`config.mk`:
```
export PLATFORM = sky130hd
export DESIGN_NAME = bounded_deque
export DESIGN_NICKNAME = d
export VERILOG_FILES = /design/src/sv/bdq_pkg.sv /design/src/sv/bdq_ctrl.sv /design/src/sv/bdq_datapath.sv /design/src/sv/bounded_deque.sv
export SDC_FILE = /design/constraint.sdc
export NUM_CORES = 1
export LEC_CHECK = 0
export ABC_AREA = 1
export BUFFER_PORTS_ARGS = -buffer_cell sky130_fd_sc_hd__buf_2
export CAP_MARGIN = 20
export CORE_MARGIN = 1.5
export CORE_UTILIZATION = 40
export DETAILED_ROUTE_END_ITERATION = 6
export GPL_ROUTABILITY_DRIVEN = 0
export PLACE_DENSITY = 0.59
export SLEW_MARGIN = 10
export SYNTH_ARGS = -nofsm -noshare
export SYNTH_HDL_FRONTEND = slang
export SYNTH_HIERARCHICAL = 1
export SYNTH_SLANG_ARGS = --single-unit
```
`constraint.sdc`:
```
create_clock -name clock -period 10.4 [get_ports clock]
set_input_delay 0 -clock clock [delete_from_list [all_inputs] [get_ports clock]]
set_output_delay 0 -clock clock [all_outputs]
set_load 0.01 [all_outputs]
```
`src/sv/bdq_pkg.sv`:
```
// bdq_pkg: constants, operation and status codes, and the controller/datapath
// interface types of the bounded deque.
// No dependencies.
`default_nettype none

package bdq_pkg;

   // Storage geometry
   localparam int DEPTH      = 16;
   localparam int DATA_WIDTH = 32;
   localparam int IDX_W      = (DEPTH > 1) ? $clog2(DEPTH) : 1;
   localparam int CNT_W      = $clog2(DEPTH + 1);
   localparam int SUM_W      = IDX_W + 1;

   // Port field widths
   localparam int OP_W    = 2;
   localparam int WORD_W  = 32;
   localparam int STAT_W  = 2;
   localparam int FILL_W  = 5;

   // Operation codes
   localparam logic [OP_W-1:0] OP_PUSH_BACK  = 2'd0;
   localparam logic [OP_W-1:0] OP_PUSH_FRONT = 2'd1;
   localparam logic [OP_W-1:0] OP_POP_FRONT  = 2'd2;
   localparam logic [OP_W-1:0] OP_POP_BACK   = 2'd3;

   // Status codes
   localparam logic [STAT_W-1:0] ST_DONE  = 2'd0;
   localparam logic [STAT_W-1:0] ST_EMPTY = 2'd1;
   localparam logic [STAT_W-1:0] ST_FULL  = 2'd2;

   // Controller -> datapath commands
   typedef struct packed {
      logic load;      // capture the request word
      logic exec;      // apply the operation to pointers and storage
      logic finish;    // load popped data into the response
   } cmd_type;

   // Datapath -> controller status
   typedef struct packed {
      logic needs_read; // current operation is a pop on a non-empty queue
   } stat_type;

endpackage

`default_nettype wire

```
`src/sv/bdq_ctrl.sv`:
```
// bdq_ctrl: sequencing state machine for the bounded deque.
// Depends on bdq_pkg.
`default_nettype none

module bdq_ctrl (
   input  wire logic              clock,
   input  wire logic              reset,
   input  wire logic              start,
   output logic                   busy,
   output logic                   rsp_valid,
   output bdq_pkg::cmd_type       cmd,
   input  wire bdq_pkg::stat_type stat
);
   import bdq_pkg::*;

   localparam logic [1:0] S_IDLE = 2'd0;
   localparam logic [1:0] S_EXEC = 2'd1;
   localparam logic [1:0] S_READ = 2'd2;

   logic [1:0] state_ff, state_in;
   logic       valid_ff, valid_in;

   // Next state and response strobe
   always_comb begin
      state_in = state_ff;
      valid_in = 1'b0;
      cmd      = '0;
      case (state_ff)
         S_IDLE: begin
            if (start) begin
               cmd.load = 1'b1;
               state_in = S_EXEC;
            end
         end
         S_EXEC: begin
            cmd.exec = 1'b1;
            if (stat.needs_read) begin
               state_in = S_READ;
            end else begin
               valid_in = 1'b1;
               state_in = S_IDLE;
            end
         end
         S_READ: begin
            cmd.finish = 1'b1;
            valid_in   = 1'b1;
            state_in   = S_IDLE;
         end
         default: begin
            state_in = S_IDLE;
         end
      endcase
   end

   always_ff @(posedge clock) begin
      if (reset) begin
         state_ff <= S_IDLE;
         valid_ff <= 1'b0;
      end else begin
         state_ff <= state_in;
         valid_ff <= valid_in;
      end
   end

   assign busy      = (state_ff != S_IDLE);
   assign rsp_valid = valid_ff;

endmodule

`default_nettype wire

```
`src/sv/bdq_datapath.sv`:
```
// bdq_datapath: ring buffer storage, front pointer, occupancy and response
// registers of the bounded deque.
// Depends on bdq_pkg.
`default_nettype none

module bdq_datapath (
   input  wire logic                            clock,
   input  wire logic                            reset,
   input  wire bdq_pkg::cmd_type                cmd,
   output bdq_pkg::stat_type                    stat,
   input  wire logic [bdq_pkg::OP_W-1:0]        req_opcode,
   input  wire logic signed [bdq_pkg::WORD_W-1:0] req_push_value,
   output logic signed [bdq_pkg::WORD_W-1:0]    rsp_pop_value,
   output logic [bdq_pkg::STAT_W-1:0]           rsp_status,
   output logic [bdq_pkg::FILL_W-1:0]           rsp_fill_count
);
   import bdq_pkg::*;

   localparam logic [IDX_W-1:0] LAST_IDX  = IDX_W'(DEPTH - 1);
   localparam logic [SUM_W-1:0] DEPTH_SUM = SUM_W'(DEPTH);
   localparam logic [CNT_W-1:0] DEPTH_CNT = CNT_W'(DEPTH);

   // Ring buffer
   logic [DATA_WIDTH-1:0] mem [DEPTH];

   // Request word
   logic [OP_W-1:0]              op_ff;
   logic signed [DATA_WIDTH-1:0] val_ff;

   // Queue state
   logic [IDX_W-1:0] front_ff, front_in;
   logic [CNT_W-1:0] occ_ff, occ_in;

   // Response
   logic signed [WORD_W-1:0] pop_ff;
   logic [STAT_W-1:0]        stat_ff;
   logic [FILL_W-1:0]        fill_ff;
   logic [DATA_WIDTH-1:0]    rd_data_ff;

   logic                     is_push, is_empty, is_full;
   logic [SUM_W-1:0]         sum_back, sum_last;
   logic [IDX_W-1:0]         back_idx, last_idx, prev_idx;
   logic [IDX_W-1:0]         wr_addr, rd_addr;
   logic                     wr_en;
   logic [STAT_W-1:0]        status_new;
   logic signed [WORD_W-1:0] pop_new;
   logic [CNT_W+FILL_W-1:0]  fill_wide;

   // Capture the request
   always_ff @(posedge clock) begin
      if (cmd.load) begin
         op_ff  <= req_opcode;
         val_ff <= DATA_WIDTH'(req_push_value);
      end
   end

   // Slot addresses around the ring
   always_comb begin
      is_push  = (op_ff inside {OP_PUSH_BACK, OP_PUSH_FRONT});
      is_empty = (occ_ff == '0);
      is_full  = (occ_ff >= DEPTH_CNT);
      sum_back = SUM_W'(front_ff) + SUM_W'(occ_ff);
      sum_last = sum_back - SUM_W'(1);
      back_idx = (sum_back >= DEPTH_SUM) ? IDX_W'(sum_back - DEPTH_SUM)
                                         : IDX_W'(sum_back);
      last_idx = (sum_last >= DEPTH_SUM) ? IDX_W'(sum_last - DEPTH_SUM)
                                         : IDX_W'(sum_last);
      prev_idx = (front_ff == '0) ? LAST_IDX : (front_ff - IDX_W'(1));
   end

   // Operation decode and state update
   always_comb begin
      front_in   = front_ff;
      occ_in     = occ_ff;
      wr_en      = 1'b0;
      wr_addr    = back_idx;
      rd_addr    = front_ff;
      status_new = ST_DONE;
      pop_new    = '0;
      case (op_ff)
         OP_PUSH_BACK: begin
            if (is_full) begin
               status_new = ST_FULL;
            end else begin
               wr_en  = 1'b1;
               occ_in = occ_ff + CNT_W'(1);
            end
         end
         OP_PUSH_FRONT: begin
            wr_addr = prev_idx;
            if (is_full) begin
               status_new = ST_FULL;
            end else begin
               wr_en    = 1'b1;
               front_in = prev_idx;
               occ_in   = occ_ff + CNT_W'(1);
            end
         end
         OP_POP_FRONT: begin
            if (is_empty) begin
               status_new = ST_EMPTY;
               pop_new    = '1;
            end else begin
               front_in = (front_ff == LAST_IDX) ? '0 : (front_ff + IDX_W'(1));
               occ_in   = occ_ff - CNT_W'(1);
            end
         end
         OP_POP_BACK: begin
            rd_addr = last_idx;
            if (is_empty) begin
               status_new = ST_EMPTY;
               pop_new    = '1;
            end else begin
               occ_in = occ_ff - CNT_W'(1);
            end
         end
         default: begin
            status_new = ST_DONE;
         end
      endcase
      stat.needs_read = !is_push && !is_empty;
      fill_wide       = {{FILL_W{1'b0}}, occ_in};
   end

   // Storage write and registered read
   always_ff @(posedge clock) begin
      if (cmd.exec && wr_en) begin
         mem[wr_addr] <= val_ff;
      end
      rd_data_ff <= mem[rd_addr];
   end

   // Pointer and count
   always_ff @(posedge clock) begin
      if (reset) begin
         front_ff <= '0;
         occ_ff   <= '0;
      end else if (cmd.exec) begin
         front_ff <= front_in;
         occ_ff   <= occ_in;
      end
   end

   // Response word
   always_ff @(posedge clock) begin
      if (cmd.exec) begin
         stat_ff <= status_new;
         fill_ff <= fill_wide[FILL_W-1:0];
         pop_ff  <= pop_new;
      end else if (cmd.finish) begin
         pop_ff  <= WORD_W'($signed(rd_data_ff));
      end
   end

   assign rsp_pop_value  = pop_ff;
   assign rsp_status     = stat_ff;
   assign rsp_fill_count = fill_ff;

endmodule

`default_nettype wire

```
`src/sv/bounded_deque.sv`:
```
// bounded_deque: top level of a double-ended queue of signed words in a ring
// buffer. Depends on bdq_pkg, bdq_ctrl and bdq_datapath.
//
// Usage:
//   Request channel: a word (req_opcode, req_push_value) is taken at a rising
//   edge where start is high and busy is low. Opcodes: push back, push front,
//   pop front, pop back.
//   Response channel: every request gives one word (rsp_pop_value,
//   rsp_status, rsp_fill_count), shown for exactly one cycle with rsp_valid.
//   Pushes answer a pop value of 0; a pop on an empty queue answers -1 with
//   the empty status; a push on a full queue is dropped with the full status.
//   A push or an empty pop has rsp_valid after the execute state; a non-empty
//   pop passes through a further read state for the registered storage read.
//   busy is low again in the cycle rsp_valid is high, so the next request
//   may be taken in that cycle.
//   Reset (synchronous) empties the queue and returns the controller to idle;
//   storage contents are not cleared and are only read after being written.
//   The receiver cannot stall: each response must be taken when it is shown.
`default_nettype none

module bounded_deque (
   input  wire logic                              clock,
   input  wire logic                              reset,
   input  wire logic                              start,
   output logic                                   busy,
   input  wire logic [bdq_pkg::OP_W-1:0]          req_opcode,
   input  wire logic signed [bdq_pkg::WORD_W-1:0] req_push_value,
   output logic                                   rsp_valid,
   output logic signed [bdq_pkg::WORD_W-1:0]      rsp_pop_value,
   output logic [bdq_pkg::STAT_W-1:0]             rsp_status,
   output logic [bdq_pkg::FILL_W-1:0]             rsp_fill_count
);
   import bdq_pkg::*;

   cmd_type  cmd;
   stat_type stat;

   // Sequencer
   bdq_ctrl u_ctrl (
      .clock     (clock),
      .reset     (reset),
      .start     (start),
      .busy      (busy),
      .rsp_valid (rsp_valid),
      .cmd       (cmd),
      .stat      (stat)
   );

   // Storage, pointers and response registers
   bdq_datapath u_datapath (
      .clock          (clock),
      .reset          (reset),
      .cmd            (cmd),
      .stat           (stat),
      .req_opcode     (req_opcode),
      .req_push_value (req_push_value),
      .rsp_pop_value  (rsp_pop_value),
      .rsp_status     (rsp_status),
      .rsp_fill_count (rsp_fill_count)
   );

endmodule

`default_nettype wire

```
==> summary by stage <==
Status
The flow ran to the end, and the final reports show no timing, DRC or antenna violations.

STA
The actual slew at the worst max-slew pin is 1.38 ns. Setup violations remaining at the end of the flow were counted as 0. The post-route minimum period is 3.98 ns. The clock skew is 0.0183 ns. Setup total negative slack on the finished layout was measured at 0 ns. The final number of hold-violating endpoints is 0. For this run, the top clock speed supported by timing is between 0.2 and 0.3 GHz. The remaining max-slew budget at the tightest pin is 0.0812.

The count of final max-slew check failures was 0. The worst path setup slack after routing is ~6.4 ns. Setup repair after global routing left no endpoint under its margin. In the finished design, the share of the clock period the worst path needs comes to 0.383.

Pwr
The internal power component is 0.00466 W. Of the total power, the clock network draws 0.339. Of the total power, the share spent switching nets is 0.296. In this run the static leakage power is around 14 nW. Dividing total power by cell area gives a power density of 214 mW/mm². The share of total power dissipated in combinational logic is 0.192. The worst-case IR drop observed on VDD is ~110 µV.

Of the total power, registers draw 0.469. The switching power is 0.00196 W.

Yosys
By area the synthesized netlist is led by sky130_fd_sc_hd__edfxtp_1 (65%), sky130_fd_sc_hd__nand2_1 (14%), sky130_fd_sc_hd__inv_1 (7.6%), sky130_fd_sc_hd__nand3_1 (5.1%), sky130_fd_sc_hd__dfxtp_1 (3.2%). The top cell type by total area after synthesis is sky130_fd_sc_hd__edfxtp_1. After synthesis, the mean cell area works out to about 10 µm². Counting every instance in the synthesized netlist gives 2734. The synthesized netlist occupies a cell area of 0.0272 mm². The most common cell in the synthesized netlist is sky130_fd_sc_hd__nand2_1.

The net count after synthesis is 2789. Counting flops with an async set or reset pin after synthesis yields a share of 0. The synthesized netlist contains 29 unique library cells. The commonest cells after synthesis are sky130_fd_sc_hd__nand2_1 (1051), sky130_fd_sc_hd__edfxtp_1 (585), sky130_fd_sc_hd__inv_1 (550). The most used flip-flop cell after synthesis is sky130_fd_sc_hd__edfxtp_1. The number of enable-type register cells in the synthesized netlist is 585. Of the synthesized area, sequential elements account for 0.678.

The number of synthesized register bits is 629. Of the post-synthesis cell area, the dominant cell type holds 0.645. During synthesis, Yosys emitted a total of 6 warnings.

Min path
The path class of the lowest-slack min-delay path is primary input to flip-flop.

CTS
For the worst-skew pair, the clock arrives at the later sink with an insertion delay of roughly 0.60 ns. The count of clock tree sinks is 629. The number of clock buffers added by TritonCTS is 66. TritonCTS built the clock tree.

The number of gates given a new drive strength after cts is 0. The maximum level of the CTS H-tree is 3. The clock root buffer is sky130_fd_sc_hd__clkbuf_16. Clock-pin slew was measured on the worst setup and hold paths at 0.06 ns. No sink is reached through more buffers than the 3 on the longest clock path.

Die
The die width is 264 µm. The floorplan step defined a core boundary enclosing 0.0673 mm². The number of top-level design ports is 78. The area of the die is 0.0696 mm². The initial utilization of the core area, before any placement, comes to 0.405. In this run the core area contains 95 standard-cell rows. Measured along the y axis, the die boundary spans 264 µm.

Setup path
The element type at the critical path end is a flip-flop. The type of the worst setup path is flip-flop to flip-flop. In this design, the stage delay of the slowest critical-path cell is 0.77 ns. STA classifies the critical path startpoint as a flip-flop. For the worst setup path, the data arrival time is 4.52 ns. The required time of the worst setup path is 10.94 ns. Traced cell by cell, the critical path runs through ha_1 > fa_1 > inv_1 > ha_1 > nand2_1 > o21ai_4 > buf_4 > buf_4 > nand3_1 > nand2_1 > nand2_1 > nand2_1 > nand2_1 > nand2_1. Of all nets on the critical path, the largest fanout is 75.

The slowest cell on the critical path is sky130_fd_sc_hd__buf_4. Among the stages of the critical path, the cell type that occurs most often is sky130_fd_sc_hd__nand2_1.

Place
Timing analysis after detailed placement gives a worst setup slack of approximately 6.5 ns. The wire-length estimate of the detail-placed layout is ~31000 µm. The total of buffers placed on input and output ports is 77.

Global routing
The pin count of the biggest net entering global routing is 245. The via count of the first global-routing pass is 17300. The number of antenna violations at the first check in global routing was 1. The final global-route overflow total is 0. The total track usage is 0.190.

The global-route wire length before repair is 101000 µm.

Cells and area
The filler cells instantiated in the layout total about 6200. For this run, the post-layout net count is 2890. The repair_antennas step left the layout with diodes totalling 0. Compared with the post-synthesis result, the final layout area differs by 13.6%. The fraction of final layout cells with drive strength greater than 1 is 0.0824.

Drt
Before antenna repair, the detailed router went through 5 iterations. The DRC violation count after routing is 0. Summing over every cut layer, the via total after detailed routing is approximately 18000. In this run the remaining antenna-violating nets after routing total 0.

Using the TritonRoute via totals, the vias-per-cell ratio works out to 4.71. After detailed routing, the average wire length per cell comes to around 17 µm. The routed wire length is 65300 µm.

After the first detailed-routing iteration, the DRC count stood at 1438.

Job
The reported max-cap violation count is 0.
## final timing paths
kind / startpoint / endpoint / slack, ns / cells past startpoint
setup / recovery: u_datapath/front_ff[0] / u_datapath/rd_data_ff[10] / 6.42 / 14
hold / removal: req_push_value[27] / u_datapath/val_ff[27] / 0.11 / 2
setup reg to reg: u_datapath/front_ff[0] / u_datapath/rd_data_ff[10] / 6.42 / 14
hold reg to reg: u_datapath/rd_data_ff[20] / u_datapath/rsp_pop_value[20] / 0.49 / 2
## stage by stage
stage               cells  area, µm²  hold WS, ns  utilization  total power, W
CTS                  3762      30900       0.0763        0.460         0.00670
finish               3762      30900        0.115        0.460         0.00662
global route         3762      30900        0.103        0.460         0.00696
global placement     3602      28500        0.177        0.423         0.00440
floorplan            2734      27200       0.0989            -         0.00402
detailed placement   3603      28500        0.178        0.423         0.00443
## power by group through the flow
stage	Sequential [W]	Combinational (W)	Clock [W]
floorplan	0.00314	0.000874	0
global placement	0.00316	0.00125	0
finish	0.00311	0.00127	0.00224
CTS	0.00311	0.00129	0.00230
global route	0.00313	0.00144	0.00240
detailed placement	0.00316	0.00127	0
## registers in the layout, summed over array words and instances, names as in the netlist
name	count
u_datapath/mem	512
u_ctrl/rsp_valid	1
u_datapath/rsp_status	2
u_datapath/rsp_fill_count	5
u_datapath/rd_data_ff	32
u_datapath/op_ff	2
u_datapath/val_ff	32
u_datapath/rsp_pop_value	32
u_datapath/occ_ff	5
u_datapath/front_ff	4
u_ctrl/state_ff	2
## worst max-delay path: cells and delay by family (launching register included)
kind,cells,cell delay (ns)
buffers and inverters,3,1.56
and+or+nand+nor,7,0.65
AOI/OAI and AO/OA,1,0.14
adders and majority gates,3,1.10
DFF,1,0.40
## metal layers
metal  share of wire  vias to the layer above  wire length [µm]  GRT usage
met3           0.051                       93              3320     0.0260
met4           0.020                        0              1300     0.0587
met2            0.49                      409             32100      0.328
li1                -                     8749                 -          -
met1            0.44                     8467             28600      0.249
met5               0                        -                 0          0
## layout by cell type, fill, tap and decap left out, types with 2 or more instances in the layout
master / count
sky130_fd_sc_hd__a211oi_1: 2
sky130_fd_sc_hd__a21oi_1: 15
sky130_fd_sc_hd__buf_2: 77
sky130_fd_sc_hd__buf_4: 29
sky130_fd_sc_hd__clkbuf_1: 17
sky130_fd_sc_hd__clkbuf_16: 67
sky130_fd_sc_hd__clkbuf_8: 8
sky130_fd_sc_hd__clkinv_1: 10
sky130_fd_sc_hd__clkinv_2: 11
sky130_fd_sc_hd__clkinv_8: 2
sky130_fd_sc_hd__dfxtp_1: 44
sky130_fd_sc_hd__dlygate4sd3_1: 37
sky130_fd_sc_hd__edfxtp_1: 585
sky130_fd_sc_hd__ha_1: 17
sky130_fd_sc_hd__inv_1: 549
sky130_fd_sc_hd__inv_2: 2
sky130_fd_sc_hd__inv_6: 7
sky130_fd_sc_hd__nand2_1: 1049
sky130_fd_sc_hd__nand2_2: 5
sky130_fd_sc_hd__nand3_1: 279
sky130_fd_sc_hd__nor2_1: 19
sky130_fd_sc_hd__nor2_4: 16
sky130_fd_sc_hd__o21ai_0: 17
sky130_fd_sc_hd__o21ai_4: 3
sky130_fd_sc_hd__or2_2: 5
sky130_fd_sc_hd__xnor2_1: 4
sky130_fd_sc_hd__xor2_1: 4
## layout make-up
| class | count | area, µm² | share of cell area |
|---|---|---|---|
| Timing Repair Buffer | 145 | 1020 | 0.0330 |
| Clock buffer | 92 | 1850 | 0.0599 |
| Inverter | 553 | 2080 | 0.0673 |
| Multi-Input combinational cell | 1440 | 6210 | 0.201 |
| Sequential cell | 629 | 18400 | 0.597 |
| Clock inverter | 30 | 213 | 0.00688 |
| Tap cell | 873 | 1090 | 0.0353 |
## cells by family (layout without fill, tap and decap cells)
family / count (synthesis) / in the layout / synth area share
and+or+nand+nor: 1375 / 1375 / 0.203
buffers and inverters: 665 / 820 / 0.0994
DFF: 629 / 629 / 0.678
AOI/OAI and AO/OA: 39 / 39 / 0.00818
adders and majority gates: 18 / 18 / 0.00855
xor gates and xnor gates: 8 / 8 / 0.00257
## what timing repair did
| action | in CTS | in global routing |
|---|---|---|
| hold endpoints to repair | 46 | 0 |
| setup buffers | 0 | 0 |
| hold buffers | 37 | 0 |
Note: power is estimated with default switching activity, not from simulation.
